### src/rtl/core/cswm_pkg.sv
// Package for the clock / stopwatch mode controller: codes, widths and the result type.
`default_nettype none

package cswm_pkg;

    localparam int KIND_W    = 1;
    localparam int KEY_W     = 8;
    localparam int HOUR_W    = 5;
    localparam int MINUTE_W  = 6;
    localparam int SECOND_W  = 6;
    localparam int ACTION_W  = 3;
    localparam int MODE_W    = 2;
    localparam int COUNT_W   = 32;
    localparam int TICK_W    = 8;
    localparam int MS_W      = 10;
    localparam int CFG_IDX_W = 2;
    localparam int CFG_DAT_W = 10;

    // result actions
    localparam logic [ACTION_W-1:0] ACT_TIME  = 3'd0;
    localparam logic [ACTION_W-1:0] ACT_WATCH = 3'd1;
    localparam logic [ACTION_W-1:0] ACT_RTC   = 3'd2;
    localparam logic [ACTION_W-1:0] ACT_SAVE  = 3'd3;
    localparam logic [ACTION_W-1:0] ACT_MODE  = 3'd4;

    // modes
    localparam logic [MODE_W-1:0] MODE_NORMAL  = 2'd0;
    localparam logic [MODE_W-1:0] MODE_SETTING = 2'd1;
    localparam logic [MODE_W-1:0] MODE_WATCH   = 2'd2;

    // input kinds
    localparam logic [KIND_W-1:0] KIND_TICK = 1'b0;
    localparam logic [KIND_W-1:0] KIND_KEY  = 1'b1;

    // keys that act
    localparam logic [KEY_W-1:0] KEY_ONE   = 8'd1;
    localparam logic [KEY_W-1:0] KEY_TWO   = 8'd2;
    localparam logic [KEY_W-1:0] KEY_THREE = 8'd3;

    // configuration register indexes
    localparam logic [CFG_IDX_W-1:0] CFG_TICKS_PER_SECOND = 2'd0;
    localparam logic [CFG_IDX_W-1:0] CFG_REFRESH_DIVISOR  = 2'd1;
    localparam logic [CFG_IDX_W-1:0] CFG_MS_PER_TICK      = 2'd2;

    localparam logic [TICK_W-1:0] TPS_RESET     = 8'd100;
    localparam logic [TICK_W-1:0] DIVISOR_RESET = 8'd10;
    localparam logic [MS_W-1:0]   MS_RESET      = 10'd10;

    localparam logic [TICK_W-1:0]   WATCH_WRAP  = 8'd100;
    localparam logic [HOUR_W:0]     HOURS_DAY   = 6'd24;
    localparam logic [MINUTE_W:0]   MINUTES_HR  = 7'd60;

    typedef struct packed {
        logic [ACTION_W-1:0] action;
        logic [MODE_W-1:0]   mode;
        logic [HOUR_W-1:0]   hour;
        logic [MINUTE_W-1:0] minute;
        logic [SECOND_W-1:0] second;
        logic [COUNT_W-1:0]  elapsed_ms;
        logic                running;
    } result_t;

endpackage

`default_nettype wire

### src/rtl/core/clock_stopwatch_mode_controller.sv
// Top level of the clock / stopwatch mode controller.
//
//  channel | direction | handshake           | payload
//  --------+-----------+---------------------+------------------------------------------
//  in      | sink      | in_valid / in_stall | kind key_num key_down rtc_hour/minute/second
//  out     | source    | out_valid/out_stall | action mode hour minute second elapsed_ms running
//  cfg     | sink      | cfg_valid/cfg_ready | cfg_index cfg_data
//
//  One request per cycle while in_stall is low: all state is updated in the accept cycle
//  and the result (if any) is registered in the output register, or in the skid register
//  when the output is stalled. A one-entry skid register behind the output register keeps
//  input open while a result waits; in_stall rises when the skid register is full or a
//  remainder pass runs. A nonzero refresh_divisor write starts a bit-serial remainder pass
//  (tick_counter mod divisor); input stalls and cfg_ready drops until the pass ends.
//  Reset (rst_n, async, active low) sets mode normal, stopwatch stopped and
//  cleared, counters and cached time zero, registers to their defaults.
`default_nettype none

module clock_stopwatch_mode_controller
    import cswm_pkg::*;
(
    input  wire  logic                 clk,
    input  wire  logic                 rst_n,

    input  wire  logic                 in_valid,
    output logic                       in_stall,
    input  wire  logic [KIND_W-1:0]    kind,
    input  wire  logic [KEY_W-1:0]     key_num,
    input  wire  logic                 key_down,
    input  wire  logic [HOUR_W-1:0]    rtc_hour,
    input  wire  logic [MINUTE_W-1:0]  rtc_minute,
    input  wire  logic [SECOND_W-1:0]  rtc_second,

    output logic                       out_valid,
    input  wire  logic                 out_stall,
    output logic [ACTION_W-1:0]        action,
    output logic [MODE_W-1:0]          mode,
    output logic [HOUR_W-1:0]          hour,
    output logic [MINUTE_W-1:0]        minute,
    output logic [SECOND_W-1:0]        second,
    output logic [COUNT_W-1:0]         elapsed_ms,
    output logic                       running,

    input  wire  logic                 cfg_valid,
    output logic                       cfg_ready,
    input  wire  logic [CFG_IDX_W-1:0] cfg_index,
    input  wire  logic [CFG_DAT_W-1:0] cfg_data
);

    // configuration
    logic [TICK_W-1:0] tps_reg;
    logic [TICK_W-1:0] divisor_reg;
    logic [MS_W-1:0]   ms_reg;

    // controller state
    logic [MODE_W-1:0]   mode_reg,    mode_next;
    logic [COUNT_W-1:0]  count_reg,   count_next;
    logic                run_reg,     run_next;
    logic [TICK_W-1:0]   tick_reg,    tick_next;
    logic [HOUR_W-1:0]   hour_reg,    hour_next;
    logic [MINUTE_W-1:0] minute_reg,  minute_next;
    logic [SECOND_W-1:0] second_reg,  second_next;

    // residue_reg tracks tick_reg mod divisor_reg, so the refresh test is a compare
    logic [TICK_W-1:0] residue_reg, residue_next;
    logic [TICK_W-1:0] residue_inc;

    // remainder pass after a divisor write
    logic       busy_reg;
    logic [2:0] bit_reg;
    logic [TICK_W:0]   div_trial;
    logic [TICK_W-1:0] div_rem;

    // output register and skid entry
    logic    out_valid_reg;
    result_t out_data_reg;
    logic    skid_valid_reg;
    result_t skid_data_reg;

    logic    in_accept;
    logic    cfg_accept;
    logic    out_ready;
    logic    emit;
    logic [ACTION_W-1:0] emit_action;
    result_t emit_data;

    logic [TICK_W-1:0]   tick_inc;
    logic [HOUR_W:0]     hour_inc;
    logic [MINUTE_W:0]   minute_inc;
    logic                key_acts;

    assign in_stall   = skid_valid_reg || busy_reg;
    assign in_accept  = in_valid && !in_stall;
    assign cfg_ready  = !busy_reg;
    assign cfg_accept = cfg_valid && cfg_ready;
    assign out_ready  = !out_valid_reg || !out_stall;

    assign tick_inc    = tick_reg + 8'd1;
    assign residue_inc = ((residue_reg + 8'd1) == divisor_reg) ? '0 : residue_reg + 8'd1;
    assign hour_inc    = {1'b0, hour_reg} + 6'd1;
    assign minute_inc  = {1'b0, minute_reg} + 7'd1;
    assign key_acts    = key_down && (key_num == KEY_ONE || key_num == KEY_TWO ||
                                      key_num == KEY_THREE);

    // one restoring-division step per cycle, MSB of tick_reg first
    assign div_trial = {residue_reg, tick_reg[bit_reg]};
    assign div_rem   = (div_trial >= {1'b0, divisor_reg})
                     ? TICK_W'(div_trial - {1'b0, divisor_reg})
                     : div_trial[TICK_W-1:0];

    always_comb
    begin
        mode_next    = mode_reg;
        count_next   = count_reg;
        run_next     = run_reg;
        tick_next    = tick_reg;
        residue_next = residue_reg;
        hour_next    = hour_reg;
        minute_next  = minute_reg;
        second_next  = second_reg;
        emit         = 1'b0;
        emit_action  = ACT_TIME;

        if (in_accept)
        begin
            if (kind == KIND_TICK)
            begin
                unique case (mode_reg) inside
                    MODE_NORMAL, MODE_SETTING:
                    begin
                        if (tick_inc >= tps_reg)
                        begin
                            tick_next    = '0;
                            residue_next = '0;
                            hour_next    = rtc_hour;
                            minute_next  = rtc_minute;
                            second_next  = rtc_second;
                            emit         = 1'b1;
                            emit_action  = ACT_TIME;
                        end
                        else
                        begin
                            tick_next    = tick_inc;
                            residue_next = residue_inc;
                        end
                    end
                    MODE_WATCH:
                    begin
                        if (run_reg)
                        begin
                            count_next = count_reg + {{(COUNT_W-MS_W){1'b0}}, ms_reg};
                            if (divisor_reg == '0 || residue_reg == '0)
                            begin
                                emit        = 1'b1;
                                emit_action = ACT_WATCH;
                            end
                        end
                        if (tick_inc >= WATCH_WRAP)
                        begin
                            tick_next    = '0;
                            residue_next = '0;
                        end
                        else
                        begin
                            tick_next    = tick_inc;
                            residue_next = residue_inc;
                        end
                    end
                    default:
                    begin
                    end
                endcase
            end
            else if (key_acts)
            begin
                unique case (mode_reg)
                    MODE_NORMAL:
                    begin
                        if (key_num == KEY_ONE)
                        begin
                            mode_next   = MODE_SETTING;
                            emit        = 1'b1;
                            emit_action = ACT_MODE;
                        end
                        else if (key_num == KEY_TWO)
                        begin
                            mode_next   = MODE_WATCH;
                            emit        = 1'b1;
                            emit_action = ACT_MODE;
                        end
                    end
                    MODE_SETTING:
                    begin
                        emit = 1'b1;
                        if (key_num == KEY_ONE)
                        begin
                            mode_next   = MODE_NORMAL;
                            emit_action = ACT_MODE;
                        end
                        else if (key_num == KEY_TWO)
                        begin
                            // cached hour may be out of range; one subtract covers it
                            hour_next   = (hour_inc >= HOURS_DAY)
                                        ? HOUR_W'(hour_inc - HOURS_DAY)
                                        : hour_inc[HOUR_W-1:0];
                            emit_action = ACT_RTC;
                        end
                        else
                        begin
                            minute_next = (minute_inc >= MINUTES_HR)
                                        ? MINUTE_W'(minute_inc - MINUTES_HR)
                                        : minute_inc[MINUTE_W-1:0];
                            second_next = '0;
                            emit_action = ACT_RTC;
                        end
                    end
                    MODE_WATCH:
                    begin
                        if (key_num == KEY_ONE)
                        begin
                            mode_next   = MODE_NORMAL;
                            emit        = 1'b1;
                            emit_action = ACT_MODE;
                        end
                        else if (key_num == KEY_TWO)
                        begin
                            run_next = !run_reg;
                        end
                        else if (run_reg)
                        begin
                            emit        = 1'b1;
                            emit_action = ACT_SAVE;
                        end
                        else
                        begin
                            count_next  = '0;
                            emit        = 1'b1;
                            emit_action = ACT_WATCH;
                        end
                    end
                    default:
                    begin
                    end
                endcase
            end
        end
    end

    // results carry the state after the step
    always_comb
    begin
        emit_data.action     = emit_action;
        emit_data.mode       = mode_next;
        emit_data.hour       = hour_next;
        emit_data.minute     = minute_next;
        emit_data.second     = second_next;
        emit_data.elapsed_ms = count_next;
        emit_data.running    = run_next;
    end

    // configuration and the remainder pass
    always_ff @(posedge clk or negedge rst_n)
    begin
        if (!rst_n)
        begin
            tps_reg     <= TPS_RESET;
            divisor_reg <= DIVISOR_RESET;
            ms_reg      <= MS_RESET;
            busy_reg    <= 1'b0;
            bit_reg     <= '0;
        end
        else if (busy_reg)
        begin
            bit_reg <= bit_reg - 3'd1;
            if (bit_reg == 3'd0)
            begin
                busy_reg <= 1'b0;
            end
        end
        else if (cfg_accept)
        begin
            unique case (cfg_index)
                CFG_TICKS_PER_SECOND: tps_reg <= cfg_data[TICK_W-1:0];
                CFG_REFRESH_DIVISOR:
                begin
                    divisor_reg <= cfg_data[TICK_W-1:0];
                    // divisor zero refreshes every tick; residue unused then
                    busy_reg    <= (cfg_data[TICK_W-1:0] != '0);
                    bit_reg     <= 3'(TICK_W - 1);
                end
                CFG_MS_PER_TICK:      ms_reg <= cfg_data[MS_W-1:0];
                default:
                begin
                end
            endcase
        end
    end

    // controller state
    always_ff @(posedge clk or negedge rst_n)
    begin
        if (!rst_n)
        begin
            mode_reg    <= MODE_NORMAL;
            count_reg   <= '0;
            run_reg     <= 1'b0;
            tick_reg    <= '0;
            residue_reg <= '0;
            hour_reg    <= '0;
            minute_reg  <= '0;
            second_reg  <= '0;
        end
        else
        begin
            mode_reg   <= mode_next;
            count_reg  <= count_next;
            run_reg    <= run_next;
            tick_reg   <= tick_next;
            hour_reg   <= hour_next;
            minute_reg <= minute_next;
            second_reg <= second_next;
            if (busy_reg)
            begin
                residue_reg <= div_rem;
            end
            else if (cfg_accept && cfg_index == CFG_REFRESH_DIVISOR)
            begin
                residue_reg <= '0;
            end
            else
            begin
                residue_reg <= residue_next;
            end
        end
    end

    // output register with skid entry
    always_ff @(posedge clk or negedge rst_n)
    begin
        if (!rst_n)
        begin
            out_valid_reg  <= 1'b0;
            skid_valid_reg <= 1'b0;
        end
        else if (out_ready)
        begin
            if (skid_valid_reg)
            begin
                out_valid_reg  <= 1'b1;
                skid_valid_reg <= 1'b0;
            end
            else
            begin
                out_valid_reg <= emit;
            end
        end
        else if (emit)
        begin
            skid_valid_reg <= 1'b1;
        end
    end

    always_ff @(posedge clk)
    begin
        if (out_ready)
        begin
            if (skid_valid_reg)
            begin
                out_data_reg <= skid_data_reg;
            end
            else if (emit)
            begin
                out_data_reg <= emit_data;
            end
        end
        else if (emit)
        begin
            skid_data_reg <= emit_data;
        end
    end

    assign out_valid  = out_valid_reg;
    assign action     = out_data_reg.action;
    assign mode       = out_data_reg.mode;
    assign hour       = out_data_reg.hour;
    assign minute     = out_data_reg.minute;
    assign second     = out_data_reg.second;
    assign elapsed_ms = out_data_reg.elapsed_ms;
    assign running    = out_data_reg.running;

    // checks
    a_skid_implies_out: assert property (@(posedge clk) disable iff (!rst_n)
        skid_valid_reg |-> out_valid_reg)
        else $error("skid entry held while output register empty");

    a_busy_blocks: assert property (@(posedge clk) disable iff (!rst_n)
        busy_reg |-> (in_stall && !cfg_ready))
        else $error("request accepted during remainder pass");

    a_residue_range: assert property (@(posedge clk) disable iff (!rst_n)
        (!busy_reg && divisor_reg != '0) |-> (residue_reg < divisor_reg))
        else $error("tick residue out of range");

    a_tick_no_wrap: assert property (@(posedge clk) disable iff (!rst_n)
        tick_reg != 8'hFF)
        else $error("tick counter reached all ones");

    a_skid_fill: assert property (@(posedge clk) disable iff (!rst_n)
        (out_valid_reg && out_stall && emit) |=> skid_valid_reg)
        else $error("result lost while output stalled");

endmodule

`default_nettype wire
### config.mk
export PLATFORM = sky130hd
export DESIGN_NAME = clock_stopwatch_mode_controller
export DESIGN_NICKNAME = d
export VERILOG_FILES = /design/src/rtl/core/cswm_pkg.sv /design/src/rtl/core/clock_stopwatch_mode_controller.sv
export SDC_FILE = /design/constraint.sdc
export NUM_CORES = 1
export LEC_CHECK = 0
export BUFFER_PORTS_ARGS = -buffer_cell sky130_fd_sc_hd__buf_2
export CAP_MARGIN = 25
export CORE_MARGIN = 5
export CORE_UTILIZATION = 57
export CTS_BUF_LIST = sky130_fd_sc_hd__clkbuf_8
export CTS_CLUSTER_DIAMETER = 50
export CTS_CLUSTER_SIZE = 25
export DETAILED_ROUTE_END_ITERATION = 12
export GPL_ROUTABILITY_DRIVEN = 0
export HOLD_SLACK_MARGIN = 0.05
export PLACE_DENSITY = 0.79
export SYNTH_ARGS = -nofsm -noshare
export SYNTH_HDL_FRONTEND = slang
export SYNTH_SLANG_ARGS = --single-unit
export TNS_END_PERCENT = 10
### constraint.sdc
create_clock -name clk -period 7.8 [get_ports clk]
set_input_delay 0.78 -clock clk [delete_from_list [all_inputs] [get_ports clk]]
set_output_delay 0.78 -clock clk [all_outputs]
set_load 0.005 [all_outputs]
==> reports/summary.txt <==
Final Slew Violations - 0
Critical Path, Cell by Cell - ha_1 -> nand3_1 -> nor2_1 -> xor2_1 -> ha_1 -> or4_1 -> a21oi_1 -> o21ai_1 -> nand3_1 -> a21oi_1 -> a31oi_1 -> nor2_4 -> buf_4
Worst-case reg-to-reg path depth - 13
Die width - 150.3 microns
Fin crit share - 56.95%
DP HPWL - 18,120 microns
Ant diodes - 0
Post-CTS sizing - 0
Clock sinks - 210
Tmin final - 4442 ps
Worst skew pair latency - 570 ps
Core area - 19,400 sq um
Crit start category - flip-flop
Final Hold Slack - 251.4 ps
Max Cap Viol - 0
CTS max path bufs - 3
Post-Synthesis Cell Area - 11,220 sq um
Slew @ Worst Pin - 1005 ps
Distinct cells, synth - 84
Sequential share of the synthesized area - 51.82%
Post-synthesis register bit count - 210
Remaining routing DRC violations - 0
Mean post-synth cell area - 10.99 sq um
Max VDD drop - 0.1857 mV
Total global routing overflow - 0
Via density - 6.255
Worst path top cell family by delay - simple AND/OR/NAND/NOR gates
Largest register FFs - 55
Crit end category - flip-flop
Number of antenna violations at the first check in global routing - 0
Slew headroom - 33.00%
Aggregate global-route resource usage - 23.37%
Most frequent cells in the layout - edfxtp_1 (110), buf_2 (100), nand2_1 (97)
Synth Flop Type - edfxtp_1
First drt pass iteration count - 5
Die area - 22,590 sq um
CTS buffer count - 23
First-pass GRT wire length - 42,700 microns
Via count - 8,695
Design area - 12,490 sq um
Die Y-Extent - 150.3 microns
CP arrival - 4660 ps
CP Max Fanout - 31
CTS tree - built
Met2 usage - 35.43%
DRT antenna net count - 0
Io pins - 102
Mapped Nets - 1,108
DRT iter0 DRCs - 749
WL/cell - 18.89 microns
WP data required - 8010 ps
Fill count - 1,562
Placed Instances - 1,347
Met3 Usage GRT - 3.281%
Outcome - finished, final reports clean
R2r startpoint - tick_reg[0]
Vias in the first global route - 8,111
Post-Place Setup Slack - 3404 ps
Fin cells - 1,390
Leak pwr - 0.005153 uW
Placed cell area - 11,980 sq um
Clk slew on worst S/H paths - 100 ps
Commonest non-fill, non-tap cell in the layout - edfxtp_1
WP depth - 13
Slowest CP cell - nor2_4
Cells after synthesis - 1,021
Number of synthesized flops with an enable pin - 110
R2R setup slack - 3360 ps
Final wirelength - 26,260 microns
Root Buffer - clkbuf_8
CTS H-tree depth - 1
Layout Nets - 1,195
Area Growth Syn to Fin - 11.35%
Most used routing layer - met1
Final setup vio count - 0
CP startpoint - tick_reg[0]
Max Clk Rate - 0.2251 GHz
Yosys warns - 0
PortBufs - 101
Layout cells sized above 1 - 21.16%
Post CTS Setup Buffer Count - 0
Setup CP Type - reg -> reg
Clock skew - 45.59 ps
GR Util met1 - 35.87%
Initial Utilization - 57.84%
Hold Crit Class - in -> async
Final worst setup slack - 3358 ps
Power Density - 312.2 nW/um^2
Unrepaired setup endpoints after global routing - false
Setup tns final - 0 ps
Hold-fix buffers at CTS - 0
Worst path max stage delay - 700 ps
Crit path to - skid_data_reg[46]
CP bufs+invs - 1
Maximum number of pins on one net before global-route repair - 69
FF-to-FF End - skid_data_reg[46]
Asr flop ratio synth - 47.62%
Cell Rows - 51
Endpoints failing hold - 0
cells in the mapped netlist, types with 4 or more instances:
master    number  area share, %
and3_1        12           0.67
nand2b_1      15           0.84
nor2b_1       10           0.56
nor2_1        61            2.0
ha_1          41            4.6
o21ai_0       61            2.7
mux2i_1       15            1.3
and4_1         6           0.47
or4_1         10           0.67
a22o_1        12           0.94
xor2_1        11           0.86
dfrtp_1       93             21
a31oi_1       20            1.1
or3_1         10           0.56
nand3_1       38            1.7
edfxtp_1     110             29
o211ai_1       9           0.60
a221o_1        6           0.54
o31ai_1       18            1.2
dfstp_2        7            1.6
a211o_1        4           0.31
a41oi_1        4           0.31
nor4_1        12           0.67
mux2_2        51            5.1
a21oi_1       31            1.4
nand4_1       14           0.78
inv_1         39            1.3
o311a_1        4           0.36
o21ai_1        7           0.31
clkbuf_1      42            1.4
nor3_1        11           0.49
a22oi_1       17            1.1
o22ai_1        4           0.22
xnor2_1       18            1.4
or2_2          4           0.22
o21a_1         7           0.47
a21o_1        12           0.80
nand2_1       97            3.2
cell families after synthesis:
group,share of synthesized area (%)
DFF,51.82
and+or+nand+nor,14.84
AOI/OAI and AO/OA,16.14
buffers and inverters,3.145
xor gates and xnor gates,2.264
muxes,6.858
adders and majority gates,4.929
how the worst min path moves through the flow:
stage                  startpoint            end  cells past startpoint
floorplan           count_reg[22]  count_reg[22]                      1
global placement        ms_reg[0]      ms_reg[0]                      1
detailed placement  count_reg[22]  count_reg[22]                      1
CTS                         rst_n  second_reg[5]                      1
global route                rst_n  second_reg[5]                      1
finish                      rst_n  second_reg[5]                      1
where the power goes:
group	leakage, uW	internal (uW)	total [uW]	switching [uW]
clock	0.000265	355	791	436
sequential	0.00223	1360	1570	215
combinational	0.00266	660	1540	880
total	0.00515	2370	3900	1530
stage by stage:
stage / utilization [%] / total power (uW)
global route: 64.40 / 4166
detailed placement: 61.73 / 3087
CTS: 64.36 / 3886
global placement: 61.73 / 3043
floorplan: - / 2719
finish: 64.40 / 3901
final cells by class:
cell class	count	area (sq um)	share of cell area, %
well taps	265	331.6	2.654
clock buffers	25	344.1	2.754
clock inverters	17	166.4	1.332
repair buffers	112	590.6	4.727
flip-flops and latches	210	5816	46.55
inverters	40	150.1	1.202
multi-input cells	721	5095	40.78
layer usage:
metal	wire length (microns)	share of wire, %
met4	504	1.9
met5	0	0
met3	2238	8.5
met1	11850	45
met2	11660	44
Power figures use the tool's default switching activity.
